### config.mk
export PLATFORM = sky130hd
export DESIGN_NAME = md5_crypt_password_hash
export DESIGN_NICKNAME = d
export VERILOG_FILES = /design/src/hw/rtl/md5c_pkg.sv /design/src/hw/rtl/md5c_core.sv /design/src/hw/rtl/md5_crypt_password_hash.sv
export SDC_FILE = /design/constraint.sdc
export NUM_CORES = 2
export LEC_CHECK = 0
export BUFFER_PORTS_ARGS = -buffer_cell sky130_fd_sc_hd__clkbuf_2
export CAP_MARGIN = 20
export CORE_MARGIN = 5
export CORE_UTILIZATION = 65
export DETAILED_ROUTE_END_ITERATION = 10
export PLACE_DENSITY = 0.81
export SLEW_MARGIN = 20
export SYNTH_ARGS = -nofsm -noshare
export SYNTH_HDL_FRONTEND = slang
export SYNTH_SLANG_ARGS = --single-unit
### constraint.sdc
create_clock -name aclk -period 14.8 [get_ports aclk]
set_input_delay 0.74 -clock aclk [delete_from_list [all_inputs] [get_ports aclk]]
set_output_delay 0.74 -clock aclk [all_outputs]
set_load 0.01 [all_outputs]
### src/hw/rtl/md5c_pkg.sv
package md5c_pkg;

    // Request kinds carried in the input tuser.
    localparam logic [1:0] REQ_KEY   = 2'd0;
    localparam logic [1:0] REQ_SALT  = 2'd1;
    localparam logic [1:0] REQ_START = 2'd2;

    // Characters used by the salt parser, the result string and the padding.
    localparam logic [7:0] CH_DOLLAR = 8'h24;
    localparam logic [7:0] CH_ONE    = 8'h31;
    localparam logic [7:0] CH_PAD    = 8'h80;

    // Index of the last chained round after the initial digest.
    localparam logic [9:0] LAST_ROUND = 10'd999;

    // MD5 chaining values at the start of a message.
    localparam logic [31:0] MD5_IV_A = 32'h67452301;
    localparam logic [31:0] MD5_IV_B = 32'hefcdab89;
    localparam logic [31:0] MD5_IV_C = 32'h98badcfe;
    localparam logic [31:0] MD5_IV_D = 32'h10325476;

    // Top level sequencer states.
    typedef enum logic [5:0] {
        ST_IDLE = 6'b000001,
        ST_FILL = 6'b000010,
        ST_PAD  = 6'b000100,
        ST_HASH = 6'b001000,
        ST_OUT  = 6'b010000,
        ST_ERR  = 6'b100000
    } md5c_state_t;

    // Which message is being built.
    typedef enum logic [1:0] {
        PH_ALT   = 2'd0,
        PH_INIT  = 2'd1,
        PH_ROUND = 2'd2
    } md5c_phase_t;

    // Pieces a message is assembled from.
    typedef enum logic [2:0] {
        SEG_KEY   = 3'd0,
        SEG_SALT  = 3'd1,
        SEG_MAGIC = 3'd2,
        SEG_DIGN  = 3'd3,
        SEG_DIG16 = 3'd4,
        SEG_BITS  = 3'd5,
        SEG_NONE  = 3'd6,
        SEG_END   = 3'd7
    } md5c_seg_t;

    // Control from the sequencer to the compression unit.
    typedef struct packed {
        logic       we;
        logic [5:0] addr;
        logic [7:0] data;
        logic       start;
    } md5c_ctl_t;

    // Additive constant of each MD5 step.
    function automatic logic [31:0] md5c_k(input logic [5:0] j);
        logic [31:0] k;
        case (j)
            6'd0:  k = 32'hd76aa478;  6'd1:  k = 32'he8c7b756;
            6'd2:  k = 32'h242070db;  6'd3:  k = 32'hc1bdceee;
            6'd4:  k = 32'hf57c0faf;  6'd5:  k = 32'h4787c62a;
            6'd6:  k = 32'ha8304613;  6'd7:  k = 32'hfd469501;
            6'd8:  k = 32'h698098d8;  6'd9:  k = 32'h8b44f7af;
            6'd10: k = 32'hffff5bb1;  6'd11: k = 32'h895cd7be;
            6'd12: k = 32'h6b901122;  6'd13: k = 32'hfd987193;
            6'd14: k = 32'ha679438e;  6'd15: k = 32'h49b40821;
            6'd16: k = 32'hf61e2562;  6'd17: k = 32'hc040b340;
            6'd18: k = 32'h265e5a51;  6'd19: k = 32'he9b6c7aa;
            6'd20: k = 32'hd62f105d;  6'd21: k = 32'h02441453;
            6'd22: k = 32'hd8a1e681;  6'd23: k = 32'he7d3fbc8;
            6'd24: k = 32'h21e1cde6;  6'd25: k = 32'hc33707d6;
            6'd26: k = 32'hf4d50d87;  6'd27: k = 32'h455a14ed;
            6'd28: k = 32'ha9e3e905;  6'd29: k = 32'hfcefa3f8;
            6'd30: k = 32'h676f02d9;  6'd31: k = 32'h8d2a4c8a;
            6'd32: k = 32'hfffa3942;  6'd33: k = 32'h8771f681;
            6'd34: k = 32'h6d9d6122;  6'd35: k = 32'hfde5380c;
            6'd36: k = 32'ha4beea44;  6'd37: k = 32'h4bdecfa9;
            6'd38: k = 32'hf6bb4b60;  6'd39: k = 32'hbebfbc70;
            6'd40: k = 32'h289b7ec6;  6'd41: k = 32'heaa127fa;
            6'd42: k = 32'hd4ef3085;  6'd43: k = 32'h04881d05;
            6'd44: k = 32'hd9d4d039;  6'd45: k = 32'he6db99e5;
            6'd46: k = 32'h1fa27cf8;  6'd47: k = 32'hc4ac5665;
            6'd48: k = 32'hf4292244;  6'd49: k = 32'h432aff97;
            6'd50: k = 32'hab9423a7;  6'd51: k = 32'hfc93a039;
            6'd52: k = 32'h655b59c3;  6'd53: k = 32'h8f0ccc92;
            6'd54: k = 32'hffeff47d;  6'd55: k = 32'h85845dd1;
            6'd56: k = 32'h6fa87e4f;  6'd57: k = 32'hfe2ce6e0;
            6'd58: k = 32'ha3014314;  6'd59: k = 32'h4e0811a1;
            6'd60: k = 32'hf7537e82;  6'd61: k = 32'hbd3af235;
            6'd62: k = 32'h2ad7d2bb;  6'd63: k = 32'heb86d391;
            default: k = 32'h0;
        endcase
        return k;
    endfunction

    // Rotate amount of each MD5 step.
    function automatic logic [4:0] md5c_s(input logic [5:0] j);
        logic [4:0] s;
        case ({j[5:4], j[1:0]})
            4'd0:  s = 5'd7;   4'd1:  s = 5'd12;  4'd2:  s = 5'd17;  4'd3:  s = 5'd22;
            4'd4:  s = 5'd5;   4'd5:  s = 5'd9;   4'd6:  s = 5'd14;  4'd7:  s = 5'd20;
            4'd8:  s = 5'd4;   4'd9:  s = 5'd11;  4'd10: s = 5'd16;  4'd11: s = 5'd23;
            4'd12: s = 5'd6;   4'd13: s = 5'd10;  4'd14: s = 5'd15;  4'd15: s = 5'd21;
            default: s = 5'd7;
        endcase
        return s;
    endfunction

endpackage

### src/hw/rtl/md5c_core.sv
module md5c_core
    import md5c_pkg::*;
(
    input  logic         aclk,
    input  logic         aresetn,
    input  md5c_ctl_t    ctl,
    output logic         done,
    output logic [127:0] digest
);

    logic [31:0] blk_mem [16];
    logic [31:0] a_reg, b_reg, c_reg, d_reg;
    logic [5:0]  j_reg;
    logic        run_reg, fin_reg, done_reg;
    logic [127:0] digest_reg;

    logic [31:0] f, m, t, rot;
    logic [3:0]  jl, g;
    logic [63:0] rot_wide;

    // The block buffer takes one message byte a cycle, little-endian in its word.
    always_ff @(posedge aclk) begin
        if (ctl.we) begin
            blk_mem[ctl.addr[5:2]][8*ctl.addr[1:0] +: 8] <= ctl.data;
        end
    end

    // One MD5 step: round function, message word, constant and rotate.
    always_comb begin
        jl = j_reg[3:0];
        case (j_reg[5:4])
            2'd0: begin
                f = (b_reg & c_reg) | (~b_reg & d_reg);
                g = jl;
            end
            2'd1: begin
                f = (b_reg & d_reg) | (c_reg & ~d_reg);
                g = jl * 4'd5 + 4'd1;
            end
            2'd2: begin
                f = b_reg ^ c_reg ^ d_reg;
                g = jl * 4'd3 + 4'd5;
            end
            default: begin
                f = c_reg ^ (b_reg | ~d_reg);
                g = jl * 4'd7;
            end
        endcase
        m        = blk_mem[g];
        t        = f + a_reg + md5c_k(j_reg) + m;
        rot_wide = {t, t} << md5c_s(j_reg);
        rot      = rot_wide[63:32];
    end

    // Step sequencer: 64 steps, then the chaining add into the digest.
    always_ff @(posedge aclk) begin
        if (!aresetn) begin
            run_reg  <= 1'b0;
            fin_reg  <= 1'b0;
            done_reg <= 1'b0;
            j_reg    <= 6'd0;
        end else begin
            done_reg <= fin_reg;
            fin_reg  <= 1'b0;
            if (ctl.start) begin
                a_reg   <= MD5_IV_A;
                b_reg   <= MD5_IV_B;
                c_reg   <= MD5_IV_C;
                d_reg   <= MD5_IV_D;
                j_reg   <= 6'd0;
                run_reg <= 1'b1;
            end else if (run_reg) begin
                a_reg <= d_reg;
                d_reg <= c_reg;
                c_reg <= b_reg;
                b_reg <= b_reg + rot;
                j_reg <= j_reg + 6'd1;
                if (j_reg == 6'd63) begin
                    run_reg <= 1'b0;
                    fin_reg <= 1'b1;
                end
            end
            if (fin_reg) begin
                digest_reg <= {d_reg + MD5_IV_D, c_reg + MD5_IV_C,
                               b_reg + MD5_IV_B, a_reg + MD5_IV_A};
            end
        end
    end

    assign done   = done_reg;
    assign digest = digest_reg;

endmodule

### src/hw/rtl/md5_crypt_password_hash.sv
// Key and salt words are taken one per cycle while the block is idle.
// A start word runs 1002 MD5 messages; each is assembled and padded in the
// block buffer and then hashed in the shared MD5 step unit before the next
// one starts, and the first result word follows the last of them.
// Results then leave one word per cycle while the output is taken.
// Reset (aresetn, synchronous, active low) empties the key and salt counters.
module md5_crypt_password_hash
    import md5c_pkg::*;
#(
    parameter int MAX_KEY  = 15,
    parameter int MAX_SALT = 8
) (
    input  logic       aclk,
    input  logic       aresetn,
    input  logic       s_tvalid,
    output logic       s_tready,
    input  logic [7:0] s_tdata,   // data_byte
    input  logic [1:0] s_tuser,   // req_type
    output logic       m_tvalid,
    input  logic       m_tready,
    output logic [7:0] m_tdata,   // out_char
    output logic       m_tlast,
    output logic [0:0] m_tuser    // error
);

    localparam int KW  = $clog2(MAX_KEY + 1);
    localparam int SW  = $clog2(MAX_SALT + 1);
    localparam int KIW = (MAX_KEY > 1) ? $clog2(MAX_KEY) : 1;
    localparam int SIW = (MAX_SALT > 1) ? $clog2(MAX_SALT) : 1;

    logic [7:0] key_store  [MAX_KEY];
    logic [7:0] salt_store [MAX_SALT];

    md5c_state_t state_reg, state_next;
    md5c_phase_t phase_reg, phase_next;
    logic [2:0]    sidx_reg, sidx_next;
    logic [4:0]    pos_reg, pos_next;
    logic [5:0]    len_reg, len_next;
    logic [5:0]    padp_reg, padp_next;
    logic [KW-1:0] bits_reg, bits_next;
    logic [9:0]    iter_reg, iter_next;
    logic [1:0]    m3_reg, m3_next;
    logic [2:0]    m7_reg, m7_next;
    logic [KW-1:0] key_count_reg, key_count_next;
    logic [SW-1:0] salt_count_reg, salt_count_next;
    logic [1:0]    raw_pos_reg, raw_pos_next;
    logic          salt_closed_reg, salt_closed_next;
    logic          key_ovf_reg, key_ovf_next;
    logic [5:0]    oidx_reg, oidx_next;
    logic          m_valid_reg, m_valid_next;
    logic [7:0]    m_char_reg, m_char_next;
    logic          m_last_reg, m_last_next;
    logic          m_err_reg, m_err_next;

    md5c_ctl_t    ctl;
    logic         core_done;
    logic [127:0] digest;

    logic       s_accept, out_free, key_we, salt_we;
    md5c_seg_t  seg;
    logic [4:0] seg_len;
    logic [7:0] seg_byte, pad_byte;
    logic [8:0] bit_len;
    logic [5:0] sc6, bidx6, so6;
    logic [4:0] bidx;
    logic [3:0] gi0, gi1, gi2;
    logic [23:0] grp_w;
    logic [5:0] six;
    logic [7:0] out_char;
    logic       out_last;

    md5c_core u_core (
        .aclk    (aclk),
        .aresetn (aresetn),
        .ctl     (ctl),
        .done    (core_done),
        .digest  (digest)
    );

    function automatic logic [7:0] b64_char(input logic [5:0] v);
        logic [7:0] c;
        if (v < 6'd2) begin
            c = 8'h2e + {2'b00, v};
        end else if (v < 6'd12) begin
            c = 8'h30 + {2'b00, v} - 8'd2;
        end else if (v < 6'd38) begin
            c = 8'h41 + {2'b00, v} - 8'd12;
        end else begin
            c = 8'h61 + {2'b00, v} - 8'd38;
        end
        return c;
    endfunction

    assign s_tready = (state_reg == ST_IDLE);
    assign s_accept = s_tvalid && s_tready;
    assign out_free = !m_valid_reg || m_tready;

    // Piece of the message at the current piece index.
    always_comb begin
        seg = SEG_END;
        case (phase_reg)
            PH_ALT: begin
                case (sidx_reg)
                    3'd0: seg = SEG_KEY;
                    3'd1: seg = SEG_SALT;
                    3'd2: seg = SEG_KEY;
                    default: seg = SEG_END;
                endcase
            end
            PH_INIT: begin
                case (sidx_reg)
                    3'd0: seg = SEG_KEY;
                    3'd1: seg = SEG_MAGIC;
                    3'd2: seg = SEG_SALT;
                    3'd3: seg = SEG_DIGN;
                    3'd4: seg = SEG_BITS;
                    default: seg = SEG_END;
                endcase
            end
            default: begin
                case (sidx_reg)
                    3'd0: seg = iter_reg[0] ? SEG_KEY : SEG_DIG16;
                    3'd1: seg = (m3_reg != 2'd0) ? SEG_SALT : SEG_NONE;
                    3'd2: seg = (m7_reg != 3'd0) ? SEG_KEY : SEG_NONE;
                    3'd3: seg = iter_reg[0] ? SEG_DIG16 : SEG_KEY;
                    default: seg = SEG_END;
                endcase
            end
        endcase
    end

    // Length and current byte of that piece.
    always_comb begin
        case (seg)
            SEG_KEY: begin
                seg_len  = 5'(key_count_reg);
                seg_byte = key_store[pos_reg[KIW-1:0]];
            end
            SEG_SALT: begin
                seg_len  = 5'(salt_count_reg);
                seg_byte = salt_store[pos_reg[SIW-1:0]];
            end
            SEG_MAGIC: begin
                seg_len  = 5'd3;
                seg_byte = (pos_reg == 5'd1) ? CH_ONE : CH_DOLLAR;
            end
            SEG_DIGN: begin
                seg_len  = 5'(key_count_reg);
                seg_byte = digest[8*pos_reg[3:0] +: 8];
            end
            SEG_DIG16: begin
                seg_len  = 5'd16;
                seg_byte = digest[8*pos_reg[3:0] +: 8];
            end
            SEG_BITS: begin
                seg_len  = 5'd0;
                seg_byte = bits_reg[0] ? 8'h00 : key_store[0];
            end
            default: begin
                seg_len  = 5'd0;
                seg_byte = 8'h00;
            end
        endcase
    end

    // Padding: end marker, zeros, then the bit length in little-endian order.
    always_comb begin
        bit_len = {len_reg, 3'b000};
        if (padp_reg == len_reg) begin
            pad_byte = CH_PAD;
        end else if (padp_reg == 6'd56) begin
            pad_byte = bit_len[7:0];
        end else if (padp_reg == 6'd57) begin
            pad_byte = {7'd0, bit_len[8]};
        end else begin
            pad_byte = 8'h00;
        end
    end

    // Result character at the output index.
    always_comb begin
        sc6   = 6'(salt_count_reg);
        so6   = oidx_reg - 6'd3;
        bidx6 = oidx_reg - 6'd4 - sc6;
        bidx  = bidx6[4:0];
        case (bidx[4:2])
            3'd0: begin gi0 = 4'd0; gi1 = 4'd6;  gi2 = 4'd12; end
            3'd1: begin gi0 = 4'd1; gi1 = 4'd7;  gi2 = 4'd13; end
            3'd2: begin gi0 = 4'd2; gi1 = 4'd8;  gi2 = 4'd14; end
            3'd3: begin gi0 = 4'd3; gi1 = 4'd9;  gi2 = 4'd15; end
            3'd4: begin gi0 = 4'd4; gi1 = 4'd10; gi2 = 4'd5;  end
            default: begin gi0 = 4'd0; gi1 = 4'd0; gi2 = 4'd11; end
        endcase
        if (bidx[4:2] == 3'd5) begin
            grp_w = {16'd0, digest[8*gi2 +: 8]};
        end else begin
            grp_w = {digest[8*gi0 +: 8], digest[8*gi1 +: 8], digest[8*gi2 +: 8]};
        end
        case (bidx[1:0])
            2'd0: six = grp_w[5:0];
            2'd1: six = grp_w[11:6];
            2'd2: six = grp_w[17:12];
            default: six = grp_w[23:18];
        endcase
        out_last = 1'b0;
        if (oidx_reg < 6'd3) begin
            out_char = (oidx_reg == 6'd1) ? CH_ONE : CH_DOLLAR;
        end else if (oidx_reg < 6'd3 + sc6) begin
            out_char = salt_store[so6[SIW-1:0]];
        end else if (oidx_reg == 6'd3 + sc6) begin
            out_char = CH_DOLLAR;
        end else begin
            out_char = b64_char(six);
            out_last = (bidx == 5'd21);
        end
    end

    // Sequencer next state.
    always_comb begin
        state_next       = state_reg;
        phase_next       = phase_reg;
        sidx_next        = sidx_reg;
        pos_next         = pos_reg;
        len_next         = len_reg;
        padp_next        = padp_reg;
        bits_next        = bits_reg;
        iter_next        = iter_reg;
        m3_next          = m3_reg;
        m7_next          = m7_reg;
        key_count_next   = key_count_reg;
        salt_count_next  = salt_count_reg;
        raw_pos_next     = raw_pos_reg;
        salt_closed_next = salt_closed_reg;
        key_ovf_next     = key_ovf_reg;
        oidx_next        = oidx_reg;
        m_valid_next     = m_valid_reg && !m_tready;
        m_char_next      = m_char_reg;
        m_last_next      = m_last_reg;
        m_err_next       = m_err_reg;
        key_we           = 1'b0;
        salt_we          = 1'b0;
        ctl              = '0;

        case (state_reg)
            ST_IDLE: begin
                if (s_accept) begin
                    case (s_tuser)
                        REQ_KEY: begin
                            if (key_count_reg < KW'(MAX_KEY)) begin
                                key_we         = 1'b1;
                                key_count_next = key_count_reg + 1'b1;
                            end else begin
                                key_ovf_next = 1'b1;
                            end
                        end
                        REQ_SALT: begin
                            if (!salt_closed_reg) begin
                                case (raw_pos_reg)
                                    2'd0: begin
                                        if (s_tdata == CH_DOLLAR) begin
                                            raw_pos_next = 2'd1;
                                        end else if (s_tdata == 8'h00) begin
                                            raw_pos_next     = 2'd3;
                                            salt_closed_next = 1'b1;
                                        end else begin
                                            raw_pos_next = 2'd3;
                                            salt_we      = 1'b1;
                                        end
                                    end
                                    2'd1: begin
                                        if (s_tdata == CH_ONE) begin
                                            raw_pos_next = 2'd2;
                                        end else begin
                                            salt_closed_next = 1'b1;
                                        end
                                    end
                                    2'd2: begin
                                        if (s_tdata == CH_DOLLAR) begin
                                            raw_pos_next = 2'd3;
                                        end else begin
                                            salt_closed_next = 1'b1;
                                        end
                                    end
                                    default: begin
                                        if (s_tdata == CH_DOLLAR || s_tdata == 8'h00) begin
                                            salt_closed_next = 1'b1;
                                        end else begin
                                            salt_we = 1'b1;
                                        end
                                    end
                                endcase
                                // Adding a salt byte may fill the salt.
                                if (salt_we) begin
                                    if (salt_count_reg < SW'(MAX_SALT)) begin
                                        salt_count_next = salt_count_reg + 1'b1;
                                        if (salt_count_reg + 1'b1 >= SW'(MAX_SALT)) begin
                                            salt_closed_next = 1'b1;
                                        end
                                    end else begin
                                        salt_we          = 1'b0;
                                        salt_closed_next = 1'b1;
                                    end
                                end
                            end
                        end
                        REQ_START: begin
                            if (key_ovf_reg) begin
                                state_next = ST_ERR;
                            end else begin
                                state_next = ST_FILL;
                                phase_next = PH_ALT;
                                sidx_next  = 3'd0;
                                pos_next   = 5'd0;
                                len_next   = 6'd0;
                                bits_next  = key_count_reg;
                            end
                        end
                        default: begin
                        end
                    endcase
                end
            end

            ST_FILL: begin
                if (seg == SEG_END) begin
                    state_next = ST_PAD;
                    padp_next  = len_reg;
                end else if (seg == SEG_BITS) begin
                    if (bits_reg != '0) begin
                        ctl.we    = 1'b1;
                        ctl.addr  = len_reg;
                        ctl.data  = seg_byte;
                        bits_next = bits_reg >> 1;
                        len_next  = len_reg + 6'd1;
                    end else begin
                        sidx_next = sidx_reg + 3'd1;
                    end
                end else if (pos_reg < seg_len) begin
                    ctl.we   = 1'b1;
                    ctl.addr = len_reg;
                    ctl.data = seg_byte;
                    pos_next = pos_reg + 5'd1;
                    len_next = len_reg + 6'd1;
                end else begin
                    pos_next  = 5'd0;
                    sidx_next = sidx_reg + 3'd1;
                end
            end

            ST_PAD: begin
                ctl.we    = 1'b1;
                ctl.addr  = padp_reg;
                ctl.data  = pad_byte;
                padp_next = padp_reg + 6'd1;
                if (padp_reg == 6'd63) begin
                    ctl.start  = 1'b1;
                    state_next = ST_HASH;
                end
            end

            ST_HASH: begin
                if (core_done) begin
                    state_next = ST_FILL;
                    sidx_next  = 3'd0;
                    pos_next   = 5'd0;
                    len_next   = 6'd0;
                    bits_next  = key_count_reg;
                    case (phase_reg)
                        PH_ALT: begin
                            phase_next = PH_INIT;
                        end
                        PH_INIT: begin
                            phase_next = PH_ROUND;
                            iter_next  = 10'd0;
                            m3_next    = 2'd0;
                            m7_next    = 3'd0;
                        end
                        default: begin
                            if (iter_reg == LAST_ROUND) begin
                                state_next = ST_OUT;
                                oidx_next  = 6'd0;
                            end else begin
                                iter_next = iter_reg + 10'd1;
                                m3_next   = (m3_reg == 2'd2) ? 2'd0 : m3_reg + 2'd1;
                                m7_next   = (m7_reg == 3'd6) ? 3'd0 : m7_reg + 3'd1;
                            end
                        end
                    endcase
                end
            end

            ST_OUT: begin
                if (out_free) begin
                    m_valid_next = 1'b1;
                    m_char_next  = out_char;
                    m_last_next  = out_last;
                    m_err_next   = 1'b0;
                    oidx_next    = oidx_reg + 6'd1;
                    if (out_last) begin
                        state_next = ST_IDLE;
                    end
                end
            end

            ST_ERR: begin
                if (out_free) begin
                    m_valid_next = 1'b1;
                    m_char_next  = 8'h00;
                    m_last_next  = 1'b1;
                    m_err_next   = 1'b1;
                    state_next   = ST_IDLE;
                end
            end

            default: begin
                state_next = ST_IDLE;
            end
        endcase

        // A finished run returns the stores to empty.
        if ((state_reg == ST_OUT && out_free && out_last) ||
            (state_reg == ST_ERR && out_free)) begin
            key_count_next   = '0;
            salt_count_next  = '0;
            raw_pos_next     = 2'd0;
            salt_closed_next = 1'b0;
            key_ovf_next     = 1'b0;
            iter_next        = 10'd0;
        end
    end

    // Key and salt stores.
    always_ff @(posedge aclk) begin
        if (key_we) begin
            key_store[key_count_reg[KIW-1:0]] <= s_tdata;
        end
        if (salt_we) begin
            salt_store[salt_count_reg[SIW-1:0]] <= s_tdata;
        end
    end

    // Sequencer and output registers.
    always_ff @(posedge aclk) begin
        if (!aresetn) begin
            state_reg       <= ST_IDLE;
            phase_reg       <= PH_ALT;
            sidx_reg        <= 3'd0;
            pos_reg         <= 5'd0;
            len_reg         <= 6'd0;
            padp_reg        <= 6'd0;
            bits_reg        <= '0;
            iter_reg        <= 10'd0;
            m3_reg          <= 2'd0;
            m7_reg          <= 3'd0;
            key_count_reg   <= '0;
            salt_count_reg  <= '0;
            raw_pos_reg     <= 2'd0;
            salt_closed_reg <= 1'b0;
            key_ovf_reg     <= 1'b0;
            oidx_reg        <= 6'd0;
            m_valid_reg     <= 1'b0;
        end else begin
            state_reg       <= state_next;
            phase_reg       <= phase_next;
            sidx_reg        <= sidx_next;
            pos_reg         <= pos_next;
            len_reg         <= len_next;
            padp_reg        <= padp_next;
            bits_reg        <= bits_next;
            iter_reg        <= iter_next;
            m3_reg          <= m3_next;
            m7_reg          <= m7_next;
            key_count_reg   <= key_count_next;
            salt_count_reg  <= salt_count_next;
            raw_pos_reg     <= raw_pos_next;
            salt_closed_reg <= salt_closed_next;
            key_ovf_reg     <= key_ovf_next;
            oidx_reg        <= oidx_next;
            m_valid_reg     <= m_valid_next;
        end
        m_char_reg <= m_char_next;
        m_last_reg <= m_last_next;
        m_err_reg  <= m_err_next;
    end

    assign m_tvalid   = m_valid_reg;
    assign m_tdata    = m_char_reg;
    assign m_tlast    = m_last_reg;
    assign m_tuser[0] = m_err_reg;

endmodule

## Word level (Yosys, flattened, before mapping)

Memory sizes are Yosys's and may differ from the RTL's. A register that Yosys moved wholly into a read port is not among the register bits.
Cells that the tools add are included.

| storage, ports and cells | value |
|---|---|
| register bits | 341 |
| memory bits (writable) | 696 |
| memory bits (read-only) | 2,128 |
| logic and storage cells | 395 |
| memories | 5 |

| cells by class | value |
|---|---|
| $add $sub $neg | 33 |
| $mul | 3 |
| order comparisons | 9 |
| eq/ne operators | 67 |
| shift-type cells | 7 |
| muxes and demuxes | 170 |
| bitwise logic cells | 17 |
| reductions and logical operators | 55 |

Memory list:

| name | words | bits a word | rd ports | clocked after Yosys merged registers in | wr ports | line | text |
|---|---|---|---|---|---|---|---|
| (name not given) | 64 | 32 | 1 | 1 | 0 | md5c_pkg.sv:62 | `case (j)` |
| u_core.blk_mem | 16 | 32 | 1 | 0 | 1 | md5c_core.sv:11 | `logic [31:0] blk_mem [16];` |
| key_store | 15 | 8 | 2 | 1 | 1 | md5_crypt_password_hash.sv:31 | `logic [7:0] key_store [MAX_KEY];` |
| (name not given) | 16 | 5 | 1 | 1 | 0 | md5c_pkg.sv:103 | `case ({j[5:4], j[1:0]})` |
| salt_store | 8 | 8 | 2 | 1 | 1 | md5_crypt_password_hash.sv:32 | `logic [7:0] salt_store [MAX_SALT];` |

Operator list:

| cell | number |
|---|---|
| variable part select 128 x 8 -> 8 bit | 4 |
| two-way mux 32 bit | 5 |
| two-way mux 6 bit | 24 |
| adder 32 bit | 4 |
| AND 32 bit | 4 |
| bitwise OR 32 bit | 3 |
| case mux 32 bit (3 select lines) | 1 |
| bitwise XOR 32 bit | 3 |
| two-way mux 8 bit | 11 |
| adder 32 bit (second input constant) | 2 |
| inverter 32 bit | 2 |
| left shift 64 x 5 -> 64 bit | 1 |
| two-way mux 15 bit | 4 |
| two-way mux 5 bit | 11 |
| two-way mux 3 bit | 16 |
| two-way mux 1 bit | 46 |
| two-way mux 4 bit | 11 |
| case mux 4 bit (5 select lines) | 2 |
| case mux 8 bit (5 select lines) | 1 |
| case mux 6 bit (3 select lines) | 2 |
| case mux 6 bit (6 select lines) | 1 |
| negation 5 -> 34 bit | 1 |
| variable shift 8 x 34 -> 32 bit (first input constant) | 1 |
| variable part select 8 x 34 -> 32 bit | 1 |
| 84 further kinds | 200 |

## Logic depth before layout (Yosys ltp)

| logic depth | value |
|---|---|
| depth after elaboration | 17 |
| depth in mapped cells | 43 |
| depth with buffers taken out | 41 |

## Hierarchy

Synthesis repeated with hierarchy kept, for this count alone.

| second synthesis, totals | value |
|---|---|
| cell total of the unflattened synthesis | 5,093 |
| area, all modules | 60,481.8 um^2 |

Modules (own cells, without submodules):

| module | instances | cells each | area an instance (um^2) |
|---|---|---|---|
| md5c_core | 1 | 3,749 | 44,615.3 |
| md5_crypt_password_hash | 1 | 1,344 | 15,866.5 |

## Worst setup path after synthesis

OpenSTA, ideal clock, no wires.

| timing path | value |
|---|---|
| path kind | register -> register |
| start | register u_core.j_reg[1] |
| end | register u_core.b_reg[28], data pin |
| arrival time | 10.481 ns |
| required time | 14.542 ns |
| slack | 4.061 ns |
| cell stages (with the launch flop) | 41 |
| path buffers | 3 |
| period minus slack after synthesis | 10.739 ns |
| cell sequence | dfxtp_1 > inv_1 > ha_1 > nor2_1 > mux2_2 > a221oi_1 > buf_2 > buf_1 > buf_1 > mux4_2 > mux2i_1 > a21oi_1 > fa_1 > inv_1 > fa_1 > inv_1 > ha_1 > or3_1 > [... 5 more ...] > a21o_1 > xor2_1 > mux4_2 > mux4_2 > a21oi_1 > ha_1 > fa_1 > a21oi_1 > o21bai_1 > a21boi_0 > o21bai_1 > nor4_1 > o21ai_0 > a41oi_1 > a211oi_1 > nor4_1 > o31a_1 > mux2i_1 |

| on the way | value |
|---|---|
| longest elaborated chain between the ends | 8 |

Ends and longest elaborated chain:

| element | line | text |
|---|---|---|
| from (decl) | md5c_core.sv:13 | `logic [5:0] j_reg;` |
| from (signal assigned) | md5c_core.sv:77 | `j_reg <= j_reg + 6'd1;` |
| multiplier 4 x 2 -> 4 bit / multiplier 4 x 3 -> 4 bit (equally long branches) | md5c_core.sv:42, md5c_core.sv:38 |  |
| adder 4 x 3 -> 4 bit / adder 4 x 1 -> 4 bit (equally long branches) | md5c_core.sv:42, md5c_core.sv:38 |  |
| case mux 4 bit (3 select lines) * | md5c_core.sv:31 | `case (j_reg[5:4])` |
| memory (16 x 32 bit) * | n/a |  |
| adder 32 bit * | md5c_core.sv:50 | `t = f + a_reg + md5c_k(j_reg) + m;` |
| left shift 64 x 5 -> 64 bit * | md5c_core.sv:51 | `rot_wide = {t, t} << md5c_s(j_reg);` |
| adder 32 bit * | md5c_core.sv:76 | `b_reg <= b_reg + rot;` |
| two-way mux 32 bit * | md5c_core.sv:72 | `end else if (run_reg) begin` |
| to (signal assigned) | md5c_core.sv:76 |  |
| to (decl) | md5c_core.sv:12 | `logic [31:0] a_reg, b_reg, c_reg, d_reg;` |

Every way passes the cells marked *; elsewhere a longest branch is shown, timed or not. The select of a mux whose other input is x is not followed.
A chain may end at the register's enable or synchronous reset.

## Final worst setup path

| timing path | value |
|---|---|
| start | register u_core.j_reg[0] |
| end | register u_core.b_reg[30], data pin |

Same word-level chain as after synthesis.

==> metrics.txt <==
Period Utilization, post-route slightly above 80%; worst relative slew slack ~22%; clk buf depth 3; crit path from u_core.j_reg[0]; post-synth cell types 80; worst-path maximum fanout 48; max reg flops roughly 500; core box area about 93000 µm²; CTS HTree Levels 3; synth warn 0; Initial Utilization 65.1%; Post-Syn Nets around 5400; setup repair bufs after CTS 0; CP Class reg -> reg; dpl hpwl between 100 and 150 mm; fraction of registers with async set/reset 0%; CTS Buf Count ~110; initial antenna violation count 2; clk slew on worst S/H paths around 0.06 ns; r2r startpoint u_core.j_reg[0]; setup_tns 0 ns; Hold Path Class in -> reg; vias in the first global route between 40000 and 50000; wirelength, routed ~180 mm; Root Buffer clkbuf_16; Vias/cell slightly below 7; Critical Path RT approximately 15 ns; share of post-route cells with drive strength above 1 11.5%; min cycle time layout approximately 12 ns; I/O pin count 26; peak supply drop approximately 0.16 mV; EDFF count, synth slightly below 1000; die width approximately 320 µm; area grow syn2layout 7.43%; Area contributors post-synth edfxtp_1, mux4_2, dfxtp_1; RSZ-0062 raised after global routing no; CP Data Arrival Time between 10 and 15 ns; CP startpoint kind register; # rows between 100 and 150; synthesized area roughly 61000 µm²; DRT Pass-1 Iters 7; die extent in y ~320 µm; CTS tree yes; post-CTS resize count 0; Reg2Reg Capture Point u_core.b_reg[30]; synthesized flop and latch total about 1100; P_leak roughly 22 nW; clk_skew 0.0760 ns; sequential area share after synthesis between 50% and 60%; Final Non-Filler Cells around 6400; mean area per synthesized cell between 10 and 15 µm²; worst stage delay on the critical path 0.65 ns; detailed-route via count between 40000 and 50000; largest area contributor in the netlist edfxtp_1; DRC viols 0; RD Place Congestion between 0.9 and 1; R2R setup slack 2.88 ns; hold bufs inserted after CTS 0; global-route wire length before repair around 260 mm; Post-synth top flop edfxtp_1; Iter 0 DRT Violations just over 7000; port bufs 25; Slew @ Worst Pin approximately 1.2 ns; Setup-failing EPs final 0; wire per inst around 27 µm; CP most frequent cell inv_1; antenna cells 0; Worst-Skew Late Latency roughly 0.73 ns; Slew Viols, Final 0; Max-cap violations 0; Die ar. 99300 µm²; crit path capture u_core.b_reg[30]; Achievable Freq approximately 84 MHz; pin count of the biggest net entering global routing about 200; Crit. End Element register; Power Density 103 nW/µm²; cell count of the worst reg-to-reg path 40; Yosys top cell area share 47.7%; Post-synth top cells edfxtp_1, nand2_1, nor2_1; placed cells around 6200; GRT Total Usage between 30% and 40%; CTS Sinks around 1100; slowest cell on the critical path buf_4; status finished clean; Remaining Overflow, GRT 0; Post-DRT Antenna Nets 0; final net count around 5300; Hold Violations, Final 0; Mapped Cells 5217; most common cell in the synthesized netlist edfxtp_1
worst max-delay path, delay by kind of cell, from the launching register on:
kind / cells / cell delay, ns
AO/OA/AOI/OAI: 16 / 4.15
adder cells (fa/ha/maj): 8 / 2.99
multiplexers: 5 / 1.68
buffers and inverters: 7 / 1.08
AND/OR/NAND/NOR: 3 / 0.72
flip-flops: 1 / 0.56
XOR/XNOR: 1 / 0.33
where the power goes:
part           total (mW)  switching [mW]  leakage, nW  internal [mW]
registers            3.32          0.0191         8.74           3.30
logic               0.623           0.401         11.3          0.222
clock network        2.72            1.20         1.69           1.52
routing by layer:
layer	share of wire [%]	up-vias	routed length [µm]	global-route usage, %
met5	0	-	0	0
met4	5.7	0	9960	15.6
met3	12	593	20300	7.03
met2	46	3154	80800	55.2
met1	37	21600	64100	48.0
li1	-	19100	-	-
cells in the final DEF, fill, tap and decap left out, drive strengths merged, types with 14 or more instances in the layout:
cell type | Yosys | final
a21o | 38 | 38
mux2 | 35 | 35
ha | 141 | 141
nor2 | 418 | 418
xor2 | 107 | 107
or3 | 33 | 33
nand3 | 80 | 80
o211ai | 33 | 33
nor3b | 27 | 27
nor3 | 139 | 139
o21bai | 14 | 14
and2 | 137 | 137
o31ai | 24 | 24
fa | 66 | 66
dfxtp | 116 | 116
o21a | 26 | 26
nor2b | 36 | 36
o21ai | 241 | 241
clkinv | 3 | 57
a31oi | 74 | 74
buf | 68 | 65
a211oi | 71 | 71
a22oi | 28 | 28
inv | 264 | 267
a221oi | 25 | 25
o22ai | 43 | 43
nor4 | 22 | 22
mux2i | 116 | 116
nand2b | 64 | 64
a311oi | 15 | 15
mux4 | 257 | 257
nand4 | 24 | 24
clkbuf | 291 | 150
a21oi | 330 | 330
nand2 | 461 | 461
edfxtp | 962 | 962
xnor2 | 143 | 143
and3 | 38 | 38
through the flow:
stage          hold slack (ns)  setup WS, ns  power [mW]  cell area (µm²)  utilization (%)
6_report                 0.405          2.88        6.67            65000             70.0
4_1_cts                  0.378          2.97        6.66            65000             70.0
2_1_floorplan            0.427          4.06        3.82            60500                -
5_1_grt                  0.438          2.27        6.87            65000             70.0
3_5_place_dp             0.455          3.07        3.98            61500             66.2
3_3_place_gp             0.440          3.30        3.97            61500             66.2
cell families after synthesis:
| kind of cell | after synthesis | synth area share (%) |
|---|---|---|
| AOI/OAI and AO/OA | 1119 | 11.7 |
| xor gates and xnor gates | 252 | 3.69 |
| adders and majority gates | 208 | 5.11 |
| buffers and inverters | 626 | 3.90 |
| DFF | 1078 | 51.6 |
| muxes | 408 | 12.1 |
| and+or+nand+nor | 1526 | 11.9 |
cell type report:
| cell class | count | area [µm²] |
|---|---|---|
| flip-flops and latches | 1078 | 31200 |
| well taps | 1254 | 1570 |
| clock buffers | 125 | 2720 |
| multi-input cells | 3513 | 27100 |
| repair buffers | 90 | 651 |
| fillers | 6275 | 27900 |
| clock inverters | 75 | 782 |
| inverters | 267 | 1000 |
worst min-delay path by stage:
| stage | start | end | slack [ns] | cells after the start |
|---|---|---|---|---|
| floorplan | u_core.fin_reg | u_core.done | 0.43 | 1 |
| global placement | salt_closed_reg | salt_closed_reg | 0.44 | 2 |
| detailed placement | salt_closed_reg | salt_closed_reg | 0.46 | 2 |
| CTS | s_tuser[1] | salt_closed_reg | 0.38 | 4 |
| global route | s_tuser[1] | salt_closed_reg | 0.44 | 4 |
| finish | s_tuser[1] | salt_closed_reg | 0.41 | 4 |
(Power assumes the default switching activity.)
